[src/design/svalloc_pkg.sv]
package svalloc_pkg;

  localparam int unsigned CHANNELS_DEF = 8;

  localparam int unsigned ENT_W    = 12;
  localparam int unsigned SUB_W    = 4;
  localparam int unsigned SND_W    = 9;
  localparam int unsigned LEN_W    = 24;
  localparam int unsigned TIME_W   = 32;
  localparam int unsigned STATUS_W = 3;
  localparam int unsigned CHAN_W   = 3;

  // APB: one register at byte address 0, data bus 32 bits
  localparam int unsigned PADDR_W  = 3;
  localparam int unsigned PDATA_W  = 32;
  localparam logic        REG_PLAYER = 1'b0;   // paddr[2] value of register 0

  localparam logic REQ_START = 1'b0;
  localparam logic REQ_STOP  = 1'b1;

  localparam logic [SUB_W-1:0] SUB_NONE = 4'h0;
  localparam logic [SUB_W-1:0] SUB_ANY  = 4'hF;

  localparam logic [STATUS_W-1:0] ST_STARTED  = 3'd0;
  localparam logic [STATUS_W-1:0] ST_SILENT   = 3'd1;
  localparam logic [STATUS_W-1:0] ST_NOCHAN   = 3'd2;
  localparam logic [STATUS_W-1:0] ST_STOPPED  = 3'd3;
  localparam logic [STATUS_W-1:0] ST_NOTFOUND = 3'd4;

  localparam logic [TIME_W-1:0] LIFE_LIMIT = 32'h7fff_ffff;
  localparam logic [TIME_W-1:0] SIGN_FLIP  = 32'h8000_0000;
  localparam logic [TIME_W-1:0] KEY_INIT   = LIFE_LIMIT ^ SIGN_FLIP;

  typedef struct packed {
    logic [ENT_W-1:0]  owner;
    logic [SUB_W-1:0]  sub;
    logic [SND_W-1:0]  sound;
    logic              active;
    logic [TIME_W-1:0] end_time;
  } entry_t;

  // controller -> datapath
  typedef struct packed {
    logic accept;   // latch request, reset scan state
    logic rd_en;    // read table entry at rd_addr
    logic eval;     // data read last cycle is valid for the scan
    logic load;     // commit table write and load result register
  } cmd_t;

  // datapath -> controller
  typedef struct packed {
    logic hit;      // entry under evaluation ends the scan
  } stat_t;

endpackage

[src/design/svalloc_ctrl.sv]
module svalloc_ctrl #(
  parameter int unsigned CHANNELS = svalloc_pkg::CHANNELS_DEF,
  parameter int unsigned IdxW     = (CHANNELS > 1) ? $clog2(CHANNELS) : 1
) (
  input  logic                clk_i,
  input  logic                rst_ni,
  input  logic                in_valid_i,
  output logic                in_stall_o,
  output logic                out_valid_o,
  input  logic                out_stall_i,
  input  svalloc_pkg::stat_t  stat_i,
  output svalloc_pkg::cmd_t   cmd_o,
  output logic [IdxW-1:0]     rd_addr_o
);
  import svalloc_pkg::*;

  localparam logic [1:0] S_IDLE  = 2'd0;
  localparam logic [1:0] S_SCAN  = 2'd1;
  localparam logic [1:0] S_DRAIN = 2'd2;
  localparam logic [1:0] S_FIN   = 2'd3;

  localparam logic [IdxW-1:0] LAST_IDX = IdxW'(CHANNELS - 1);

  logic [1:0]      state_q, state_d;
  logic [IdxW-1:0] idx_q, idx_d;
  logic            pend_q;
  logic            out_valid_q, out_valid_d;
  logic            out_free;

  assign out_free = !out_valid_q || !out_stall_i;

  always_comb begin
    state_d = state_q;
    idx_d   = idx_q;
    cmd_o   = '0;
    unique case (state_q)
      S_IDLE: begin
        if (in_valid_i) begin
          cmd_o.accept = 1'b1;
          idx_d        = '0;
          state_d      = S_SCAN;
        end
      end
      S_SCAN: begin
        cmd_o.rd_en = 1'b1;
        cmd_o.eval  = pend_q;
        if (pend_q && stat_i.hit) begin
          state_d = S_FIN;
        end else if (idx_q == LAST_IDX) begin
          state_d = S_DRAIN;
        end else begin
          idx_d = idx_q + 1'b1;
        end
      end
      S_DRAIN: begin
        cmd_o.eval = pend_q;
        state_d    = S_FIN;
      end
      S_FIN: begin
        if (out_free) begin
          cmd_o.load = 1'b1;
          state_d    = S_IDLE;
        end
      end
      default: state_d = S_IDLE;
    endcase
  end

  always_comb begin
    out_valid_d = out_valid_q;
    if (cmd_o.load) begin
      out_valid_d = 1'b1;
    end else if (!out_stall_i) begin
      out_valid_d = 1'b0;
    end
  end

  always_ff @(posedge clk_i or negedge rst_ni) begin
    if (!rst_ni) begin
      state_q     <= S_IDLE;
      idx_q       <= '0;
      pend_q      <= 1'b0;
      out_valid_q <= 1'b0;
    end else begin
      state_q     <= state_d;
      idx_q       <= idx_d;
      pend_q      <= cmd_o.rd_en;
      out_valid_q <= out_valid_d;
    end
  end

  assign rd_addr_o   = idx_q;
  assign in_stall_o  = (state_q != S_IDLE);
  assign out_valid_o = out_valid_q;

endmodule

[src/design/svalloc_dp.sv]
module svalloc_dp #(
  parameter int unsigned CHANNELS = svalloc_pkg::CHANNELS_DEF,
  parameter int unsigned IdxW     = (CHANNELS > 1) ? $clog2(CHANNELS) : 1
) (
  input  logic                               clk_i,
  input  logic                               rst_ni,
  input  svalloc_pkg::cmd_t                  cmd_i,
  output svalloc_pkg::stat_t                 stat_o,
  input  logic [IdxW-1:0]                    rd_addr_i,
  input  logic [svalloc_pkg::ENT_W-1:0]      player_i,
  input  logic                               req_type_i,
  input  logic [svalloc_pkg::ENT_W-1:0]      entity_i,
  input  logic signed [svalloc_pkg::SUB_W-1:0] sub_channel_i,
  input  logic [svalloc_pkg::SND_W-1:0]      sound_id_i,
  input  logic [svalloc_pkg::LEN_W-1:0]      length_i,
  input  logic                               playable_i,
  input  logic [svalloc_pkg::TIME_W-1:0]     now_i,
  output logic [svalloc_pkg::STATUS_W-1:0]   status_o,
  output logic [svalloc_pkg::CHAN_W-1:0]     channel_o
);
  import svalloc_pkg::*;

  // request latched at accept
  logic              req_q;
  logic [ENT_W-1:0]  ent_q;
  logic [SUB_W-1:0]  sub_q;
  logic [SND_W-1:0]  snd_q;
  logic [LEN_W-1:0]  len_q;
  logic              play_q;
  logic [TIME_W-1:0] now_q;

  // table
  entry_t            mem [CHANNELS];
  logic [CHANNELS-1:0] valid_q;
  entry_t            rdata_q;
  logic              rvld_q;
  logic [IdxW-1:0]   ridx_q;

  // scan state
  logic [TIME_W-1:0] best_q;
  logic [IdxW-1:0]   pick_q;
  logic              pick_vld_q;
  logic              hit_q;
  logic [IdxW-1:0]   hit_idx_q;
  entry_t            hold_q;

  logic [STATUS_W-1:0] status_q;
  logic [CHAN_W-1:0]   channel_q;

  entry_t            ent_e;
  logic              start_hit, stop_hit, skip, better;
  logic [TIME_W-1:0] key;

  logic              tgt_vld;
  logic [IdxW-1:0]   tgt;
  logic [IdxW+CHAN_W-1:0] tgt_ext;
  entry_t            wr_entry;
  logic [STATUS_W-1:0] status_d;
  logic [CHAN_W-1:0]   channel_d;

  always_ff @(posedge clk_i) begin
    if (cmd_i.accept) begin
      req_q  <= req_type_i;
      ent_q  <= entity_i;
      sub_q  <= sub_channel_i;
      snd_q  <= sound_id_i;
      len_q  <= length_i;
      play_q <= playable_i;
      now_q  <= now_i;
    end
  end

  // never-written entries read as zero
  assign ent_e = rvld_q ? rdata_q : '0;

  always_comb begin
    start_hit = (sub_q != SUB_NONE) && (ent_e.owner == ent_q) &&
                ((ent_e.sub == sub_q) || (sub_q == SUB_ANY));
    stop_hit  = (ent_e.owner == ent_q) && (ent_e.sub == sub_q);
    skip      = (ent_e.owner == player_i) && (ent_q != player_i) && ent_e.active;
    key       = (ent_e.end_time - now_q) ^ SIGN_FLIP;
    better    = (req_q == REQ_START) && !skip && (key < best_q);
    stat_o.hit = cmd_i.eval && ((req_q == REQ_STOP) ? stop_hit : start_hit);
  end

  always_ff @(posedge clk_i or negedge rst_ni) begin
    if (!rst_ni) begin
      hit_q      <= 1'b0;
      pick_vld_q <= 1'b0;
      valid_q    <= '0;
    end else begin
      if (cmd_i.accept) begin
        hit_q      <= 1'b0;
        pick_vld_q <= 1'b0;
      end else if (cmd_i.eval) begin
        if (stat_o.hit) begin
          hit_q <= 1'b1;
        end else if (better) begin
          pick_vld_q <= 1'b1;
        end
      end
      if (cmd_i.load && tgt_vld) begin
        valid_q[tgt] <= 1'b1;
      end
    end
  end

  always_ff @(posedge clk_i) begin
    if (cmd_i.accept) begin
      best_q <= KEY_INIT;
    end else if (cmd_i.eval) begin
      if (stat_o.hit) begin
        hit_idx_q <= ridx_q;
        hold_q    <= ent_e;
      end else if (better) begin
        best_q <= key;
        pick_q <= ridx_q;
      end
    end
  end

  // target entry, new contents and result
  always_comb begin
    tgt_vld  = hit_q || pick_vld_q;
    tgt      = hit_q ? hit_idx_q : pick_q;
    tgt_ext  = {{CHAN_W{1'b0}}, tgt};
    wr_entry = '0;
    if (req_q == REQ_STOP) begin
      wr_entry.owner = hold_q.owner;
      wr_entry.sub   = hold_q.sub;
      wr_entry.sound = hold_q.sound;
      status_d       = hit_q ? ST_STOPPED : ST_NOTFOUND;
    end else begin
      wr_entry.owner = ent_q;
      wr_entry.sub   = sub_q;
      if (play_q) begin
        wr_entry.sound    = snd_q;
        wr_entry.active   = 1'b1;
        wr_entry.end_time = now_q + {{(TIME_W-LEN_W){1'b0}}, len_q};
      end
      if (!tgt_vld) begin
        status_d = ST_NOCHAN;
      end else begin
        status_d = play_q ? ST_STARTED : ST_SILENT;
      end
    end
    channel_d = tgt_vld ? tgt_ext[CHAN_W-1:0] : '0;
  end

  always_ff @(posedge clk_i) begin
    if (cmd_i.rd_en) begin
      rdata_q <= mem[rd_addr_i];
      rvld_q  <= valid_q[rd_addr_i];
      ridx_q  <= rd_addr_i;
    end
    if (cmd_i.load && tgt_vld) begin
      mem[tgt] <= wr_entry;
    end
  end

  always_ff @(posedge clk_i) begin
    if (cmd_i.load) begin
      status_q  <= status_d;
      channel_q <= channel_d;
    end
  end

  assign status_o  = status_q;
  assign channel_o = channel_q;

endmodule

[src/design/sound_voice_allocator.sv]
// Voice allocator: one request beat in, one result beat out.
// A request is accepted only while idle and is then scanned entry by entry; the
// result is registered once the scan ends and the output is free, and no new
// request is taken until then.
// An unmatched start or stop scans the whole table; a match ends the scan.
// Reset (async, active low) empties the table and clears player_entity.
module sound_voice_allocator #(
  parameter int unsigned CHANNELS = svalloc_pkg::CHANNELS_DEF
) (
  input  logic                                 clk_i,
  input  logic                                 rst_ni,
  input  logic                                 psel,
  input  logic                                 penable,
  input  logic                                 pwrite,
  input  logic [svalloc_pkg::PADDR_W-1:0]      paddr,
  input  logic [svalloc_pkg::PDATA_W-1:0]      pwdata,
  output logic [svalloc_pkg::PDATA_W-1:0]      prdata,
  output logic                                 pready,
  input  logic                                 in_valid_i,
  output logic                                 in_stall_o,
  input  logic                                 req_type_i,
  input  logic [svalloc_pkg::ENT_W-1:0]        entity_i,
  input  logic signed [svalloc_pkg::SUB_W-1:0] sub_channel_i,
  input  logic [svalloc_pkg::SND_W-1:0]        sound_id_i,
  input  logic [svalloc_pkg::LEN_W-1:0]        length_i,
  input  logic                                 playable_i,
  input  logic [svalloc_pkg::TIME_W-1:0]       now_i,
  output logic                                 out_valid_o,
  input  logic                                 out_stall_i,
  output logic [svalloc_pkg::STATUS_W-1:0]     status_o,
  output logic [svalloc_pkg::CHAN_W-1:0]       channel_o
);
  import svalloc_pkg::*;

  localparam int unsigned IdxW = (CHANNELS > 1) ? $clog2(CHANNELS) : 1;

  logic [ENT_W-1:0] player_q;
  cmd_t             cmd;
  stat_t            stat;
  logic [IdxW-1:0]  rd_addr;

  // register file
  assign pready = 1'b1;

  always_ff @(posedge clk_i or negedge rst_ni) begin
    if (!rst_ni) begin
      player_q <= '0;
    end else if (psel && penable && pwrite && (paddr[2] == REG_PLAYER)) begin
      player_q <= pwdata[ENT_W-1:0];
    end
  end

  always_comb begin
    unique case (paddr[2])
      REG_PLAYER: prdata = {{(PDATA_W-ENT_W){1'b0}}, player_q};
      default:    prdata = '0;
    endcase
  end

  svalloc_ctrl #(
    .CHANNELS (CHANNELS),
    .IdxW     (IdxW)
  ) u_ctrl (
    .clk_i       (clk_i),
    .rst_ni      (rst_ni),
    .in_valid_i  (in_valid_i),
    .in_stall_o  (in_stall_o),
    .out_valid_o (out_valid_o),
    .out_stall_i (out_stall_i),
    .stat_i      (stat),
    .cmd_o       (cmd),
    .rd_addr_o   (rd_addr)
  );

  svalloc_dp #(
    .CHANNELS (CHANNELS),
    .IdxW     (IdxW)
  ) u_dp (
    .clk_i         (clk_i),
    .rst_ni        (rst_ni),
    .cmd_i         (cmd),
    .stat_o        (stat),
    .rd_addr_i     (rd_addr),
    .player_i      (player_q),
    .req_type_i    (req_type_i),
    .entity_i      (entity_i),
    .sub_channel_i (sub_channel_i),
    .sound_id_i    (sound_id_i),
    .length_i      (length_i),
    .playable_i    (playable_i),
    .now_i         (now_i),
    .status_o      (status_o),
    .channel_o     (channel_o)
  );

  // a request beat keeps the block busy on the following cycle
  a_busy_after_accept: assert property (@(posedge clk_i) disable iff (!rst_ni)
    (in_valid_i && !in_stall_o) |=> in_stall_o)
    else $error("request accepted while not busy afterwards");

  a_status_range: assert property (@(posedge clk_i) disable iff (!rst_ni)
    out_valid_o |-> (status_o == ST_STARTED || status_o == ST_SILENT ||
                     status_o == ST_NOCHAN || status_o == ST_STOPPED ||
                     status_o == ST_NOTFOUND))
    else $error("result status out of range");

  a_no_entry_chan0: assert property (@(posedge clk_i) disable iff (!rst_ni)
    (out_valid_o && (status_o == ST_NOCHAN || status_o == ST_NOTFOUND))
      |-> (channel_o == '0))
    else $error("channel not zero without an entry");

  // a new result is only loaded while the block is still busy with a request
  a_load_busy: assert property (@(posedge clk_i) disable iff (!rst_ni)
    cmd.load |-> in_stall_o)
    else $error("result loaded while idle");

endmodule
[config.mk]
export PLATFORM = sky130hd
export DESIGN_NAME = sound_voice_allocator
export DESIGN_NICKNAME = d
export VERILOG_FILES = /design/src/design/svalloc_pkg.sv /design/src/design/svalloc_ctrl.sv /design/src/design/svalloc_dp.sv /design/src/design/sound_voice_allocator.sv
export SDC_FILE = /design/constraint.sdc
export NUM_CORES = 1
export LEC_CHECK = 0
export BUFFER_PORTS_ARGS = -buffer_cell sky130_fd_sc_hd__clkbuf_2
export CAP_MARGIN = 25
export CORE_MARGIN = 8
export CORE_UTILIZATION = 55
export CTS_BUF_LIST = sky130_fd_sc_hd__clkbuf_8
export DETAILED_ROUTE_END_ITERATION = 16
export GPL_ROUTABILITY_DRIVEN = 0
export GPL_TIMING_DRIVEN = 1
export MAX_ROUTING_LAYER = met4
export PLACE_DENSITY = 0.73
export SLEW_MARGIN = 10
export SYNTH_ARGS = -nofsm -noshare
export SYNTH_HDL_FRONTEND = slang
export SYNTH_SLANG_ARGS = --single-unit
[constraint.sdc]
create_clock -name clk_i -period 11.9 [get_ports clk_i]
set_input_delay 2.38 -clock clk_i [delete_from_list [all_inputs] [get_ports clk_i]]
set_output_delay 2.38 -clock clk_i [all_outputs]
set_load 0.05 [all_outputs]
# Yosys cells after proc, flatten, opt, wreduce, memory -nomap -nowiden
# Memory sizes are Yosys's and may differ from the RTL's. A register that Yosys moved wholly into a read port is not among the register bits.
# Cells that the tools add are included.
# W data, S select, Z words.
classes:
  add_sub_neg: 3
  order_cmp: 4
  n_eq_ne: 16
  muxes: 41
  bitwise_logic: 6
  reduce_logical: 35
ops:
  columns: ["cell", "n"]
  rows:
  - ["$mux W58", 1]
  - ["$mux W42", 1]
  - ["$mux W33", 1]
  - ["$add A32 B24 Y32", 1]
  - ["$lt A32 B32 Y1", 1]
  - ["$sub A32 B32 Y32", 1]
  - ["$mux W25", 1]
  - ["$eq A12 B12 Y1", 2]
  - ["$mux W1", 21]
  - ["$mux W3", 7]
  - ["$logic_and A1 B1 Y1", 14]
  - ["$mux W12", 1]
  - ["$ne A12 B12 Y1", 1]
  - ["$reduce_and A3 Y1", 4]
  - ["$reduce_bool A2 Y1", 5]
  - ["$lt A3 B4 Y1 const B", 2]
  - ["$mux W2", 4]
  - ["$ne A2 B2 Y1 const B", 4]
  - ["$or A8 B8 Y8", 1]
  - ["$pmux W2 S4", 1]
  - ["$reduce_and A4 Y1", 2]
  - ["$pmux W3 S2", 1]
  - ["$not A1 Y1", 5]
  - ["$eq A2 B2 Y1 const B", 2]
  - ["other kinds (16)", 21]
word_totals:
  ff_bits: 185
  mem_bits_rw: 464
  input_bits: 125
  output_inout_bits: 41
  memories: 1
memory_table:
  columns: ["memory", "depth", "width", "rd", "rd_clocked_by_memory_dff", "wr", "line", "source"]
  rows:
  - ["u_dp.mem", 8, 58, 1, 1, 1, "svalloc_dp.sv:33", "entry_t mem [CHANNELS];"]

# Depth between registers and ports, before layout
logic_depth:
  depth_word: 11
  ltp_mapped: 26
  mapped_depth_nobuf: 22

# By module
# From an unflattened synthesis, not the netlist that was laid out.
unflattened:
  cells_unflattened: 1759
  hier_area_um2: 27269.9
by_module_without_submodules:
  columns: ["module", "instances", "cells_per_inst", "area_each_um2"]
  rows:
  - ["svalloc_dp", 1, 1658, 26096.3]
  - ["sound_voice_allocator", 1, 62, 754.5]
  - ["svalloc_ctrl", 1, 39, 419.2]

# Worst setup path before layout
# Ideal clock, no wire load.
synth_timing:
  path_type: "input port to output port"
  startpoint: "in paddr[2] in the netlist's numbering"
  endpoint: "out prdata[1] in the netlist's numbering"
  t_arrival_ns: 3.277
  required_time_ns: 9.520
  slack_ns: 6.243
  stages: 2
  n_path_buf: 1
  cell_sequence: "clkbuf_1 nor2b_1"
synth_between:
  elab_chain_len: 1
synth_rtl:
  columns: ["item", "line", "source"]
  rows:
  - ["start: declaration", "sound_voice_allocator.sv:15", "input logic [svalloc_pkg::PADDR_W-1:0] paddr,"]
  - ["$mux W12", "sound_voice_allocator.sv:54", "unique case (paddr[2])"]
  - ["end: declaration", "sound_voice_allocator.sv:17", "output logic [svalloc_pkg::PDATA_W-1:0] prdata,"]
# No other way between the ends.

# Worst setup path in the final report
layout_timing:
  startpoint: "reg u_dp.rvld_q"
  endpoint: "reg u_dp.best_q[24]"
layout_between:
  word_cells_on_any_way: 20
  cone_classes: "add/sub: 1; order compare: 1; eq/ne: 3; mux: 2; bitwise: 2; reduce/logical: 11"
layout_lines:
  columns: ["item", "line", "source"]
  rows:
  - ["start: declaration", "svalloc_dp.sv:36", "logic rvld_q;"]
  - ["start signal: assignment", "svalloc_dp.sv:153", "rvld_q <= valid_q[rd_addr_i];"]
  - ["$mux W58 (*)", "svalloc_dp.sv:74", "assign ent_e = rvld_q ? rdata_q : '0;"]
  - ["$sub A32 B32 Y32 (*)", "svalloc_dp.sv:81", "key = (ent_e.end_time - now_q) ^ SIGN_FLIP;"]
  - ["net u_dp.key[24]", "svalloc_dp.sv:52", "logic [TIME_W-1:0] key;"]
  - ["$lt A32 B32 Y1", "svalloc_dp.sv:82", "better = (req_q == REQ_START) && !skip && (key < best_q);"]
  - ["$logic_and A1 B1 Y1", "svalloc_dp.sv:82", null]
  - ["$reduce_and A3 Y1 (no line)", null, null]
  - ["end signal: assignment", "svalloc_dp.sv:116", "best_q <= key;"]
  - ["end: declaration", "svalloc_dp.sv:40", "logic [TIME_W-1:0] best_q;"]
# Mark *: on every way through the listed nets, which the timed path passes. The rest lies on a longest branch.
# A chain may end at the register's enable or synchronous reset.

==> impl_metrics.tcl <==
set metrics [dict create \
    crit_fanout 52 \
    synthesis.instances 1855 \
    required_ns 12.48 \
    cts_buffers 97 \
    final_max_slew_viol_count 0 \
    grt_max_degree 80 \
    final_layout_size_suffix_gt1_share_pct 20.5 \
    grt_pass1_vias 16200 \
    io_buffers 113 \
    fin_setup_tns_ns 0 \
    use_met2_pct 33.8 \
    grt_pass1_wl_mm 90.3 \
    areaGrowthSynthToFinish_pct 12.0 \
    holdPathStages 1 \
    critPathKind "flop to flop" \
    synth_seq_cells 608 \
    ys_types 74 \
    synthTopCellsByCount "edfxtp_1 (547), nand2_1 (213), mux4_2 (100)" \
    min_period_over_period_pct 53.9 \
    via_count 15900 \
    power_mw 6.54 \
    async_flop_share_pct 4.77 \
    cts-resized-gates 0 \
    dp_slack_ns 5.46 \
    htree_levels 3 \
    drt_wl_total_mm 58.5 \
    p_int_mw 4.40 \
    synth_top_cell_area_share_pct 60.4 \
    r2r_start "u_dp.rvld_q$_DFFE_PP_" \
    switchingPower_mw 2.14 \
    hold_path_class "flop to flop" \
    groute.layer.met1.usage_pct 27.9 \
    overflow 0 \
    root_buffer "clkbuf_8" \
    synth_edf_count 547 \
    syn_avg_cell_area_sq_um 14.7 \
    coreArea_sq_um 48800 \
    final_util_pct 62.3 \
    layout_setup_ws_ns 5.48 \
    tightest_slew_ns 0.992 \
    grt_usage_pct 21.2 \
    layout.cells.non_filler 2768 \
    postCtsSetupRepairBufs 0 \
    die_y_um 238 \
    fmax_ghz 0.156 \
    crit_end "u_dp.best_q[24]$_SDFFE_PP1P_" \
    status "finished, final reports clean" \
    met3_usage_pct 3.52 \
    rsz0062_at_grt "false" \
    dp_cells 2585 \
    die_w_um 238 \
    worstSetupEndpointType "flop" \
    ant_nets 0 \
    multiInputGateArea_sq_um 8780 \
    finalClockSkew_ns 0.0347 \
    cts_tree "built" \
    num_rows 81 \
    die_area_sq_um 56800 \
    cts_buffer_depth 3 \
    r2r-end "u_dp.best_q[24]$_SDFFE_PP1P_" \
    synth.most_common_cell "edfxtp_1" \
    power.density_nw_per_um2 215 \
    clk_pin_slew_ns 0.06 \
    dr.pass1.iters 7 \
    hold_viol 0 \
    fin_crit_ns 6.42 \
    placed_area_sq_um 28500 \
    cts_sinks 608 \
    layout.nets 2242 \
    synth_flop_cell "edfxtp_1" \
    startpoint_type "flop" \
    yosys.area.top_type "edfxtp_1" \
    hold_ws_ns 0.469 \
    setup_viol_count_final 0 \
    regToRegSetupSlack_ns 5.48 \
    ios 166 \
    comb_power_share_pct 29.9 \
    netlist_area_sq_um 27200 \
    seq_power_share_pct 43.8 \
    hpwl_mm 34.3 \
    p_leak_nw 11.5 \
    ys_seq_area_share_pct 65.5 \
    fill_cells 3649 \
    final_area_sq_um 30400 \
    clkPwrFrac_pct 26.3 \
    grt.busiest_layer "met2" \
    antenna_found_initial 1 \
    drc 0 \
    start_util_pct 55.6 \
    ys_warn_count 0 \
    ctsHoldBuffers 0 \
    arrival_ns 7.00 \
    regArea_sq_um 17800 \
    rr_worst_depth 23 \
    clock_latency_ns 0.69 \
    sw_frac_of_total_pct 32.7 \
    yosys-top-cells-area "edfxtp_1 (60%), mux4_2 (8.3%), ha_1 (4.2%)" \
    drt_iter0_drc 1341 \
    drv_cap 0 \
    via_per_inst 5.76 \
    wl_per_cell_um 21.1 \
    irDropWorstVdd_mv 0.117 \
    cp-startpoint "u_dp.rvld_q$_DFFE_PP_" \
    relSlewSlack_pct 33.4 \
]
==> power by group through the flow <==
stage	Combinational, mW	Clock (mW)	Sequential, mW
2_1_floorplan	1.51	0	2.83
3_3_place_gp	1.88	0	2.90
3_5_place_dp	1.93	0	2.91
4_1_cts	1.95	1.76	2.86
5_1_grt	2.17	1.85	2.89
6_report	1.95	1.72	2.86
==> per-layer routing <==
metal | wire length [um] | vias up
li1 | - | 7320
met1 | 25200 | 7971
met2 | 28400 | 528
met3 | 3380 | 120
met4 | 1530 | 0
met5 | 0 | -
==> area by class of cell <==
type,instances,area share [%]
sequential,608,58.5
multi-input combinational,1089,28.9
tap,664,2.73
antenna,1,0.00822
timing repair buffer,137,2.57
clock buffer,110,4.98
inverter,90,1.11
clock inverter,69,1.24
==> critical path: stages, from the launching register on <==
cell	delay [ns]
edfxtp_1	0.62
nand2_1	0.15
ha_1	0.19
inv_1	0.06
fa_1	0.43
a21o_1	0.20
a221oi_1	0.62
a21oi_1	0.29
a21oi_1	0.39
o21ai_0	0.16
a21oi_1	0.26
o21bai_1	0.13
xor2_1	0.22
ha_1	0.28
nand4_1	0.09
nor2_1	0.06
a2111oi_0	0.38
o211ai_1	0.28
a41oi_1	0.23
nand2b_1	0.20
nor2_4	0.25
buf_4	0.47
o21ai_0	0.15
a21o_1	0.17
==> cells in the final DEF (no fill, tap or decap), types with 21 or more instances in the layout <==
cell type  Yosys  routed
xor2_1        34      34
inv_1         89     124
mux2_2        29      29
conb_1         2      21
o21ai_0       41      41
nand2_1      213     213
dfrtp_1       29      26
mux4_2       100     100
a21oi_1       70      70
edfxtp_1     547     547
and2_1        53      53
o211ai_1      28      28
dfxtp_1       32      32
nor2_1        94      85
clkbuf_8       0     110
clkbuf_2       2     113
nand3_1       21      21
xnor2_1       42      42
ha_1          92      91
a21o_1        39      39
==> logic make-up (layout without fill, tap and decap cells) <==
logic type               after synthesis  count (layout)  synth area share (%)
AO/OA/AOI/OAI                        269             269                  6.68
XOR/XNOR                              76              76                  2.45
adder cells (fa/ha/maj)               94              94                  4.38
buffers and inverters                177             406                  2.76
flip-flops                           608             608                  65.5
multiplexers                         131             131                  9.56
other                                  2              22                0.0276
AND/OR/NAND/NOR                      498             498                  8.69
==> state kept, by name (all words and copies together), names as in the netlist <==
name and flops:
u_ctrl.out_valid_o 1, player_q 12, u_ctrl.rd_addr_o 3, u_dp.pick_q 3
u_ctrl.state_q 2, u_dp.rvld_q 1, u_dp.valid_q 8, u_dp.sub_q 4
u_dp.hit_q 1, u_dp.best_q 32, u_dp.hit_idx_q 3, u_dp.ent_q 12
u_dp.rdata_q 49, u_dp.status_o 3, u_dp.play_q 1, u_dp.len_q 24
u_dp.hold_q 16, u_dp.mem 392, u_dp.req_q 1, u_ctrl.pend_q 1
u_dp.now_q 32, u_dp.channel_o 3, u_dp.ridx_q 3, u_dp.pick_vld_q 1
==> worst min path at each step <==
stage,start,endpoint
4_1_cts,u_dp.valid_q[5]$_DFFE_PN0P_,u_dp.valid_q[5]$_DFFE_PN0P_
2_1_floorplan,u_dp.ridx_q[0]$_DFFE_PP_,u_dp.hit_idx_q[0]$_DFFE_PP_
3_5_place_dp,u_dp.ridx_q[2]$_DFFE_PP_,u_dp.hit_idx_q[2]$_DFFE_PP_
3_3_place_gp,u_dp.ridx_q[2]$_DFFE_PP_,u_dp.pick_q[2]$_DFFE_PP_
6_report,u_dp.valid_q[6]$_DFFE_PN0P_,u_dp.valid_q[6]$_DFFE_PN0P_
5_1_grt,u_dp.valid_q[1]$_DFFE_PN0P_,u_dp.valid_q[1]$_DFFE_PN0P_
Note: power is estimated with default switching activity, not from simulation.
